`config.mk`:
```
export PLATFORM = sky130hd
export DESIGN_NAME = multi_mode_rotary_input_decoder
export DESIGN_NICKNAME = d
export VERILOG_FILES = /design/src/rmid_pkg.sv /design/src/rmid_lane.sv /design/src/rmid_merge.sv /design/src/multi_mode_rotary_input_decoder.sv
export VERILOG_INCLUDE_DIRS = /design/src /design/src/src
export SDC_FILE = /design/constraint.sdc
export NUM_CORES = 1
export LEC_CHECK = 0
export ABC_AREA = 1
export BUFFER_PORTS_ARGS = -buffer_cell sky130_fd_sc_hd__buf_2
export CAP_MARGIN = 20
export CELL_PAD_IN_SITES_DETAIL_PLACEMENT = 1
export CELL_PAD_IN_SITES_GLOBAL_PLACEMENT = 1
export CORE_UTILIZATION = 25
export CTS_BUF_LIST = sky130_fd_sc_hd__clkbuf_4
export DETAILED_ROUTE_END_ITERATION = 10
export PLACE_DENSITY = 0.6
export SYNTH_ARGS = -nofsm -noshare
export SYNTH_HDL_FRONTEND = slang
export SYNTH_HIERARCHICAL = 1
export SYNTH_SLANG_ARGS = --single-unit
```
`constraint.sdc`:
```
create_clock -name clk_i -period 4 [get_ports clk_i]
set_input_delay 0.8 -clock clk_i [delete_from_list [all_inputs] [get_ports clk_i]]
set_output_delay 0.8 -clock clk_i [all_outputs]
set_load 0.005 [all_outputs]
```
`src/multi_mode_rotary_input_decoder_assert.svh`:
```
// ----------------------------------------------------------------------------
// multi_mode_rotary_input_decoder_assert.svh
// Assertion macros used by the rotary decoder merge module
// ----------------------------------------------------------------------------
`ifndef MULTI_MODE_ROTARY_INPUT_DECODER_ASSERT_SVH
`define MULTI_MODE_ROTARY_INPUT_DECODER_ASSERT_SVH

`ifndef SYNTHESIS
// property checked on every clock edge outside reset
`define RMID_ASSERT(lbl, prop) \
  lbl: assert property (@(posedge clk_i) disable iff (!rst_ni) prop) \
    else $error("rmid assertion failed");
// same, with a caller supplied message
`define RMID_ASSERT_MSG(lbl, prop, msg) \
  lbl: assert property (@(posedge clk_i) disable iff (!rst_ni) prop) \
    else $error(msg);
`else
`define RMID_ASSERT(lbl, prop)
`define RMID_ASSERT_MSG(lbl, prop, msg)
`endif

`endif

```
`src/rmid_pkg.sv`:
```
// ----------------------------------------------------------------------------
// rmid_pkg
// Types, register indexes and decode constants of the rotary input decoder
// ----------------------------------------------------------------------------
package rmid_pkg;

  // field widths
  localparam int unsigned PIN_W   = 4;
  localparam int unsigned CH_W    = 2;
  localparam int unsigned SPEED_W = 8;
  localparam int unsigned MODE_W  = 3;
  localparam int unsigned CFG_W   = 12;
  localparam int unsigned IDX_W   = 2;

  // register indexes
  localparam logic [IDX_W-1:0] REG_ENABLE  = 2'd0;
  localparam logic [IDX_W-1:0] REG_MODES   = 2'd1;
  localparam logic [IDX_W-1:0] REG_TIMEOUT = 2'd2;

  localparam logic [SPEED_W-1:0] TIMEOUT_RESET = 8'd200;

  // decode modes
  localparam logic [MODE_W-1:0] MODE_QUAD   = 3'd0;
  localparam logic [MODE_W-1:0] MODE_LEVELS = 3'd1;
  localparam logic [MODE_W-1:0] MODE_PDIR   = 3'd2;
  localparam logic [MODE_W-1:0] MODE_DUAL   = 3'd3;

  // pin pair bits
  localparam logic [1:0] PIN_FIRST  = 2'b01;
  localparam logic [1:0] PIN_SECOND = 2'b10;

  // quadrature step codes
  localparam logic [1:0] STEP_RIGHT = 2'd1;
  localparam logic [1:0] STEP_JUMP  = 2'd2;
  localparam logic [1:0] STEP_LEFT  = 2'd3;

  typedef struct packed {
    logic [PIN_W-1:0] first_pins;
    logic [PIN_W-1:0] second_pins;
  } in_beat_t;

  typedef struct packed {
    logic [CH_W-1:0]    channel;
    logic               direction;
    logic [SPEED_W-1:0] speed;
    logic               last;
  } out_beat_t;

  // what one lane found on a tick
  typedef struct packed {
    logic               changed;
    logic               direction;
    logic [SPEED_W-1:0] speed;
  } lane_rep_t;

  // position of a pin pair on the gray cycle 0,2,3,1
  function automatic logic [1:0] gray_pos(input logic [1:0] p);
    logic [1:0] r;
    case (p)
      2'd0:    r = 2'd0;
      2'd1:    r = 2'd3;
      2'd2:    r = 2'd1;
      default: r = 2'd2;
    endcase
    return r;
  endfunction

endpackage

```
`src/rmid_lane.sv`:
```
// ----------------------------------------------------------------------------
// rmid_lane
// One channel: decodes its pin pair in the selected mode and keeps the
// speed, direction, tick counter and previous pins of that channel
// ----------------------------------------------------------------------------
module rmid_lane
  import rmid_pkg::*;
(
  input  logic               clk_i,
  input  logic               rst_ni,
  input  logic               clear_i,
  input  logic               step_i,
  input  logic               enable_i,
  input  logic [MODE_W-1:0]  mode_i,
  input  logic [SPEED_W-1:0] timeout_i,
  input  logic [1:0]         pins_i,
  output lane_rep_t          rep_o
);

  logic [1:0]         prev_q, prev_d;
  logic [SPEED_W-1:0] ticks_q, ticks_d;
  logic [SPEED_W-1:0] speed_q, speed_d;
  logic               dir_q, dir_d;
  logic [SPEED_W-1:0] edge_speed;
  logic [1:0]         step;
  logic [1:0]         pin_diff;

  // decode and counter update
  always_comb begin
    speed_d    = speed_q;
    dir_d      = dir_q;
    ticks_d    = ticks_q;
    prev_d     = pins_i;
    edge_speed = (ticks_q > timeout_i) ? '0 : timeout_i - ticks_q;
    step       = gray_pos(pins_i) - gray_pos(prev_q);
    pin_diff   = prev_q ^ pins_i;

    case (mode_i)
      MODE_QUAD: begin
        if (step == STEP_RIGHT) begin
          speed_d = edge_speed;
          dir_d   = 1'b1;
          ticks_d = '0;
        end else if (step == STEP_LEFT) begin
          speed_d = edge_speed;
          dir_d   = 1'b0;
          ticks_d = '0;
        end else if (step == STEP_JUMP) begin
          ticks_d = '0;
        end
      end
      MODE_LEVELS: begin
        if ((pins_i & PIN_FIRST) != 2'b00) begin
          dir_d = 1'b0;
        end else if ((pins_i & PIN_SECOND) != 2'b00) begin
          dir_d = 1'b1;
        end
        speed_d = SPEED_W'(1);
        ticks_d = '0;
      end
      MODE_PDIR: begin
        if ((pin_diff & PIN_FIRST) != 2'b00) begin
          speed_d = edge_speed;
          dir_d   = pins_i[1];
          ticks_d = '0;
        end
      end
      MODE_DUAL: begin
        if ((pin_diff & PIN_FIRST) != 2'b00) begin
          speed_d = edge_speed;
          dir_d   = 1'b0;
          ticks_d = '0;
        end else if ((pin_diff & PIN_SECOND) != 2'b00) begin
          speed_d = edge_speed;
          dir_d   = 1'b1;
          ticks_d = '0;
        end
      end
      default: begin
      end
    endcase

    // saturating tick counter, speed drops at timeout
    if (ticks_d >= timeout_i) begin
      speed_d = '0;
    end else begin
      ticks_d = ticks_d + SPEED_W'(1);
    end
  end

  // report of this tick
  always_comb begin
    rep_o.changed   = enable_i && ((speed_d != speed_q) || (dir_d != dir_q));
    rep_o.direction = dir_d;
    rep_o.speed     = speed_d;
  end

  // channel state
  always_ff @(posedge clk_i or negedge rst_ni) begin
    if (!rst_ni) begin
      prev_q  <= '0;
      ticks_q <= '0;
      speed_q <= '0;
      dir_q   <= 1'b0;
    end else if (clear_i) begin
      prev_q  <= '0;
      ticks_q <= '0;
      speed_q <= '0;
      dir_q   <= 1'b0;
    end else if (step_i && enable_i) begin
      prev_q  <= prev_d;
      ticks_q <= ticks_d;
      speed_q <= speed_d;
      dir_q   <= dir_d;
    end
  end

endmodule

```
`src/rmid_merge.sv`:
```
// ----------------------------------------------------------------------------
// rmid_merge
// Collects the lane reports of a tick and sends them out through an output
// register in ascending channel order, one beat per cycle while not stalled
// ----------------------------------------------------------------------------
`include "multi_mode_rotary_input_decoder_assert.svh"

module rmid_merge
  import rmid_pkg::*;
#(
  parameter int unsigned CHANNELS = 4
) (
  input  logic      clk_i,
  input  logic      rst_ni,
  input  logic      load_i,
  input  lane_rep_t rep_i [CHANNELS],
  output logic      free_o,
  output logic      out_valid_o,
  input  logic      out_stall_i,
  output out_beat_t out_beat_o
);

  logic [CHANNELS-1:0] pend_q, pend_d;
  logic [CHANNELS-1:0] sel_mask;
  logic [CHANNELS-1:0] pend_rest;
  logic                dir_q [CHANNELS];
  logic [SPEED_W-1:0]  speed_q [CHANNELS];
  logic [CH_W-1:0]     sel_ch;
  logic                sel_dir;
  logic [SPEED_W-1:0]  sel_speed;
  logic                load_out;
  logic                out_valid_q;
  out_beat_t           out_q;

  // lowest pending channel
  always_comb begin
    sel_mask  = '0;
    sel_ch    = '0;
    sel_dir   = 1'b0;
    sel_speed = '0;
    for (int i = CHANNELS - 1; i >= 0; i--) begin
      if (pend_q[i]) begin
        sel_mask    = '0;
        sel_mask[i] = 1'b1;
        sel_ch      = CH_W'(i);
        sel_dir     = dir_q[i];
        sel_speed   = speed_q[i];
      end
    end
  end

  assign load_out  = (|pend_q) && (!out_valid_q || !out_stall_i);
  assign pend_rest = load_out ? (pend_q & ~sel_mask) : pend_q;
  assign free_o    = (pend_rest == '0);

  always_comb begin
    pend_d = pend_rest;
    if (load_i) begin
      for (int i = 0; i < CHANNELS; i++) begin
        pend_d[i] = rep_i[i].changed;
      end
    end
  end

  // pending flags
  always_ff @(posedge clk_i or negedge rst_ni) begin
    if (!rst_ni) begin
      pend_q <= '0;
    end else begin
      pend_q <= pend_d;
    end
  end

  // report data per lane
  always_ff @(posedge clk_i) begin
    if (load_i) begin
      for (int i = 0; i < CHANNELS; i++) begin
        dir_q[i]   <= rep_i[i].direction;
        speed_q[i] <= rep_i[i].speed;
      end
    end
  end

  // output register
  always_ff @(posedge clk_i or negedge rst_ni) begin
    if (!rst_ni) begin
      out_valid_q <= 1'b0;
    end else if (load_out) begin
      out_valid_q <= 1'b1;
    end else if (!out_stall_i) begin
      out_valid_q <= 1'b0;
    end
  end

  always_ff @(posedge clk_i) begin
    if (load_out) begin
      out_q.channel   <= sel_ch;
      out_q.direction <= sel_dir;
      out_q.speed     <= sel_speed;
      out_q.last      <= (pend_rest == '0);
    end
  end

  assign out_valid_o = out_valid_q;
  assign out_beat_o  = out_q;

  // a beat that is not last always has more reports behind it
  `RMID_ASSERT(a_more_behind, (out_valid_q && !out_q.last) |-> (|pend_q))
  // a pending report never waits behind an empty output register
  `RMID_ASSERT(a_no_bubble, ((|pend_q) && !out_valid_q) |=> out_valid_q)
  // reports of one tick leave in rising channel order
  `RMID_ASSERT_MSG(a_ch_order,
    (out_valid_q && !out_stall_i && !out_q.last) |=>
    (out_valid_q && (out_q.channel > $past(out_q.channel))),
    "rmid reports out of channel order")

endmodule

```
`src/multi_mode_rotary_input_decoder.sv`:
```
// Flow: a tick accepted at an edge has its reports held in the pending flags;
//   the first moves into the output register once that register is free.
// Throughput: one report beat per cycle while the output is not stalled; a
//   tick holds the result channel until its last report moves into the output
//   register, and the next tick is taken in that same cycle.
// Reset: registers to defaults (timeout 200) and all channel state cleared.
// ----------------------------------------------------------------------------
// multi_mode_rotary_input_decoder
// Four-mode rotary and pulse input decoder with speed measurement: one lane
// per channel, merged into an ordered stream of change reports
// ----------------------------------------------------------------------------
module multi_mode_rotary_input_decoder
  import rmid_pkg::*;
#(
  parameter int unsigned CHANNELS = 4
) (
  input  logic              clk_i,
  input  logic              rst_ni,
  input  logic              cfg_we_i,
  input  logic [IDX_W-1:0]  cfg_idx_i,
  input  logic [CFG_W-1:0]  cfg_wdata_i,
  input  logic              in_valid_i,
  output logic              in_stall_o,
  input  in_beat_t          in_beat_i,
  output logic              out_valid_o,
  input  logic              out_stall_i,
  output out_beat_t         out_beat_o
);

  logic [PIN_W-1:0]         enable_q;
  logic [PIN_W*MODE_W-1:0]  modes_q;
  logic [SPEED_W-1:0]       timeout_q;
  logic                     cfg_hit;
  logic                     in_fire;
  logic                     merge_free;
  lane_rep_t                rep [CHANNELS];

  // configuration registers
  always_ff @(posedge clk_i or negedge rst_ni) begin
    if (!rst_ni) begin
      enable_q  <= '0;
      modes_q   <= '0;
      timeout_q <= TIMEOUT_RESET;
    end else if (cfg_we_i) begin
      case (cfg_idx_i)
        REG_ENABLE:  enable_q  <= cfg_wdata_i[PIN_W-1:0];
        REG_MODES:   modes_q   <= cfg_wdata_i[PIN_W*MODE_W-1:0];
        REG_TIMEOUT: timeout_q <= cfg_wdata_i[SPEED_W-1:0];
        default: begin
        end
      endcase
    end
  end

  // any known register write clears the channels
  assign cfg_hit = cfg_we_i && ((cfg_idx_i == REG_ENABLE) || (cfg_idx_i == REG_MODES) ||
                                (cfg_idx_i == REG_TIMEOUT));

  assign in_stall_o = !merge_free;
  assign in_fire    = in_valid_i && merge_free;

  // channel lanes
  for (genvar g = 0; g < CHANNELS; g++) begin : g_lane
    logic              lane_en;
    logic [MODE_W-1:0] lane_mode;
    logic [1:0]        lane_pins;

    if (g < PIN_W) begin : g_wired
      assign lane_en   = enable_q[g];
      assign lane_mode = modes_q[g*MODE_W +: MODE_W];
      assign lane_pins = {in_beat_i.second_pins[g], in_beat_i.first_pins[g]};
    end else begin : g_unwired
      assign lane_en   = 1'b0;
      assign lane_mode = '0;
      assign lane_pins = '0;
    end

    rmid_lane u_lane (
      .clk_i     (clk_i),
      .rst_ni    (rst_ni),
      .clear_i   (cfg_hit),
      .step_i    (in_fire),
      .enable_i  (lane_en),
      .mode_i    (lane_mode),
      .timeout_i (timeout_q),
      .pins_i    (lane_pins),
      .rep_o     (rep[g])
    );
  end

  // ordered report output
  rmid_merge #(
    .CHANNELS (CHANNELS)
  ) u_merge (
    .clk_i       (clk_i),
    .rst_ni      (rst_ni),
    .load_i      (in_fire),
    .rep_i       (rep),
    .free_o      (merge_free),
    .out_valid_o (out_valid_o),
    .out_stall_i (out_stall_i),
    .out_beat_o  (out_beat_o)
  );

endmodule
```
==> qor.csv <==
stage;metric;value;unit
run_status;status;finished, final reports clean;
yosys;ys_warn_count;6;
cts;cts.clk_slew.worst_paths;0.16;ns
yosys;synth-edff-count;48;
critical_path;critical-path-top-delay-family;simple AND/OR/NAND/NOR gates;
yosys;ys_seq_area_frac;0.3302;
die;ios;41;
yosys;synth_nets;1877;
placement;dpl-instance-area;0.01380;mm^2
final_layout;multi_input_area;0.006839;mm^2
drt;wl_met1;19870;um
critical_path;rr_endpoint;u_merge/pend_q[0];
yosys;ys_async_sr_fraction;0.6863;
die;core_area;0.04885;mm^2
power;p_int;3.675;mW
sta;min_period;3.617;ns
critical_path;crit_type;flip-flop to flip-flop;
cts;htree_num_levels;4;
yosys;netlist_instances;1758;
global_routing;grt_overflow;0;
critical_path;crit_buf_inv;7;
cts;clockBufferDepth;2;
sta;fin_crit_sh;0.9042;
sta;final-setup-viol-count;0;
yosys;synth-seq-cells;153;
final_layout;seq_area;0.004073;mm^2
placement;dp_hpwl;32670;um
sta;slew_headroom;0.3902;
critical_path;cpPeakStageDelay;0.43;ns
final_layout;nets;1987;
placement;routabilityCongestion;0.8294;
critical_path;cp_common_cell;nand2_1;
sta;holdWs;0.1593;ns
global_routing;grt_pass1_wl;66150;um
die;die_w;224.1;um
die;dieHeight;224.1;um
critical_path;crit_required;4.53;ns
drt;wl_met3;1034;um
global_routing;antenna_found_initial;1;
final_layout;drive_gt1_frac;0.1520;
cts;cts_tree;done;
sta;hold_viol;0;
sta;fin_skew;0.02650;ns
power;ir_worst_vdd;0.0001781;V
die;start_util;0.2525;
drt;ant_nets;0;
final_layout;fin_cells;2546;
final_layout;final_common_cell;nand2_1;
global_routing;grt_max_degree;46;
cts;cts_buffers;17;
power;totalPowerFinal;6.903;mW
final_layout;stdcell_area;0.01410;mm^2
critical_path;worstSetupEndpointType;flip-flop;
final_layout;n_fill_cell;6184;
flow_run;maxCapViolations;0;
cts;post_cts_buffers;0;
min_path;hold_path.class;input port to asynchronous set/reset pin;
drt;route.met2.wl;19620;um
cts;cts_sinks;153;
power;seqPwrFrac;0.363;
yosys;synth_area_per_cell;7.017;um^2
drt;firstDrtPassIters;5;
critical_path;path_max_fanout;17;
power;switching_share;0.4676;
power;p_per_area;489.4;mW/mm^2
final_layout;most-common-layout-cells;562 x nand2_1, 289 x inv_1, 135 x nand3_1;
yosys;yosysUniqueCellTypes;47;
cts;ctsHoldBuffers;0;
critical_path;r2r_cells;28;
drt;wl_per_cell;16.20;um
critical_path;crit_slowest_cell;dfrtp_1;
yosys;synth_area_leader_cell;dfrtp_1;
cts;clockRootBuffer;clkbuf_4;
cts;worstSkewPairLatency;0.62;ns
drt;routed-via-count;11710;
global_routing;grt_usage;0.1686;
drt;drtIter0Drc;608;
global_routing;grt_pass1_vias;12160;
final_layout;area_growth;14.34;%
placement;io_buffer_count;40;
cts;cts_resized;0;
sta;drv_slew;0;
die;fp-row-count;81;
power;pwr-share-comb;0.478;
power;clockPowerShare;0.160;
yosys;synth_top_area_share;0.2069;
drt;via_per_inst;4.599;
drt;routed.top_layer;met4;
yosys;syn_area;0.01234;mm^2
critical_path;worst-r2r-setup-slack;0.38;ns
yosys;synth_area_leaders;dfrtp_1 21%, nand2_1 17%, edfxtp_1 12%;
placement;place_inst;2513;
die;dieArea;0.05023;mm^2
power;leakage;7.596;nW
drt;drc_errors;0;
sta;fmax;276.5;MHz
critical_path;crit_path_start_kind;flip-flop;
final_layout;utilization;0.2887;
yosys;yosys_most_used_dff;dfrtp_1;
sta;max_slew.worst_pin.slew;0.9146;ns
power;switching_power;3.228;mW
sta;rsz0062_at_grt;no;
critical_path;arrival;4.14;ns
critical_path;regToRegStartpoint;g_lane[0].u_lane/prev_q[1];
drt;wl;41240;um
per-layer routing:
metal / GRT usage / up-vias
li1: - / 5845
met5: 0 / -
met2: 0.2911 / 107
met1: 0.2191 / 5725
met4: 0.04286 / 0
met3: 0.02400 / 31
stage by stage:
stage / setup TNS [ns] / setup WS (ns)
global route: 0 / 0.03056
floorplan: 0 / 0.2429
CTS: 0 / 0.3499
finish: 0 / 0.3833
global placement: -0.005916 / -0.005916
detailed placement: -0.2135 / -0.1055
how the worst max path moves through the flow:
stage                          startpoint           endpoint  slack, ns  cells after the start
2_1_floorplan                in_beat_i[0]  u_merge/pend_q[0]       0.24                     24
3_3_place_gp                 in_beat_i[1]  u_merge/pend_q[1]     -0.006                     27
3_5_place_dp                 in_beat_i[1]  u_merge/pend_q[1]      -0.11                     27
4_1_cts        g_lane[1].u_lane/prev_q[0]  u_merge/pend_q[1]       0.35                     26
5_1_grt        g_lane[0].u_lane/prev_q[1]  u_merge/pend_q[0]       0.03                     28
6_report       g_lane[0].u_lane/prev_q[1]  u_merge/pend_q[0]       0.38                     28
cells by family (layout without fill, tap and decap cells):
| kind of cell | count (synthesis) | count (layout) | synth area share |
|---|---|---|---|
| AO/OA/AOI/OAI | 203 | 203 | 0.09240 |
| XOR/XNOR | 8 | 8 | 0.005680 |
| adder cells (fa/ha/maj) | 92 | 92 | 0.09575 |
| buffers and inverters | 348 | 471 | 0.1154 |
| flip-flops | 153 | 153 | 0.3302 |
| other | 0 | 1 | 0 |
| AND/OR/NAND/NOR | 954 | 954 | 0.3606 |
synthesized netlist by cell type, drive strengths merged (2+ instances only):
library cell / count
o22ai: 49
nand3b: 9
dfrtp: 102
nand3: 157
fa: 4
dfstp: 3
nor3: 17
o21ai: 88
xor2: 6
o21a: 4
nand2: 601
a21oi: 57
nor2: 135
ha: 88
buf: 17
clkinv: 3
xnor2: 2
edfxtp: 48
inv: 317
nand4: 33
clkbuf: 11
flip-flops by register name (all words and copies together), names as in the netlist:
register / flops
enable_q: 4
g_lane.u_lane/dir_q: 4
g_lane.u_lane/prev_q: 8
g_lane.u_lane/speed_q: 32
g_lane.u_lane/ticks_q: 32
modes_q: 12
timeout_q: 8
u_merge/dir_q: 4
u_merge/out_beat_o: 12
u_merge/out_valid_o: 1
u_merge/pend_q: 4
u_merge/speed_q: 32
area by class of cell:
cell class / count / share of cell area
clock buffers: 18 / 0.009580
repair buffers: 119 / 0.05997
well taps: 664 / 0.05890
flip-flops and latches: 153 / 0.2887
clock inverters: 14 / 0.01215
inverters: 320 / 0.08560
diodes: 1 / 0.0001774
multi-input cells: 1257 / 0.4849
power by group through the flow:
stage                     Clock [mW]  Combinational [mW]  Sequential [mW]
final                           1.10                3.30             2.50
after global routing            1.20                3.77             2.54
after CTS                       1.15                3.35             2.51
after detailed placement           0                3.34             2.54
after global placement             0                3.25             2.53
after floorplan                    0                2.25             2.32
Power figures use the tool's default switching activity.
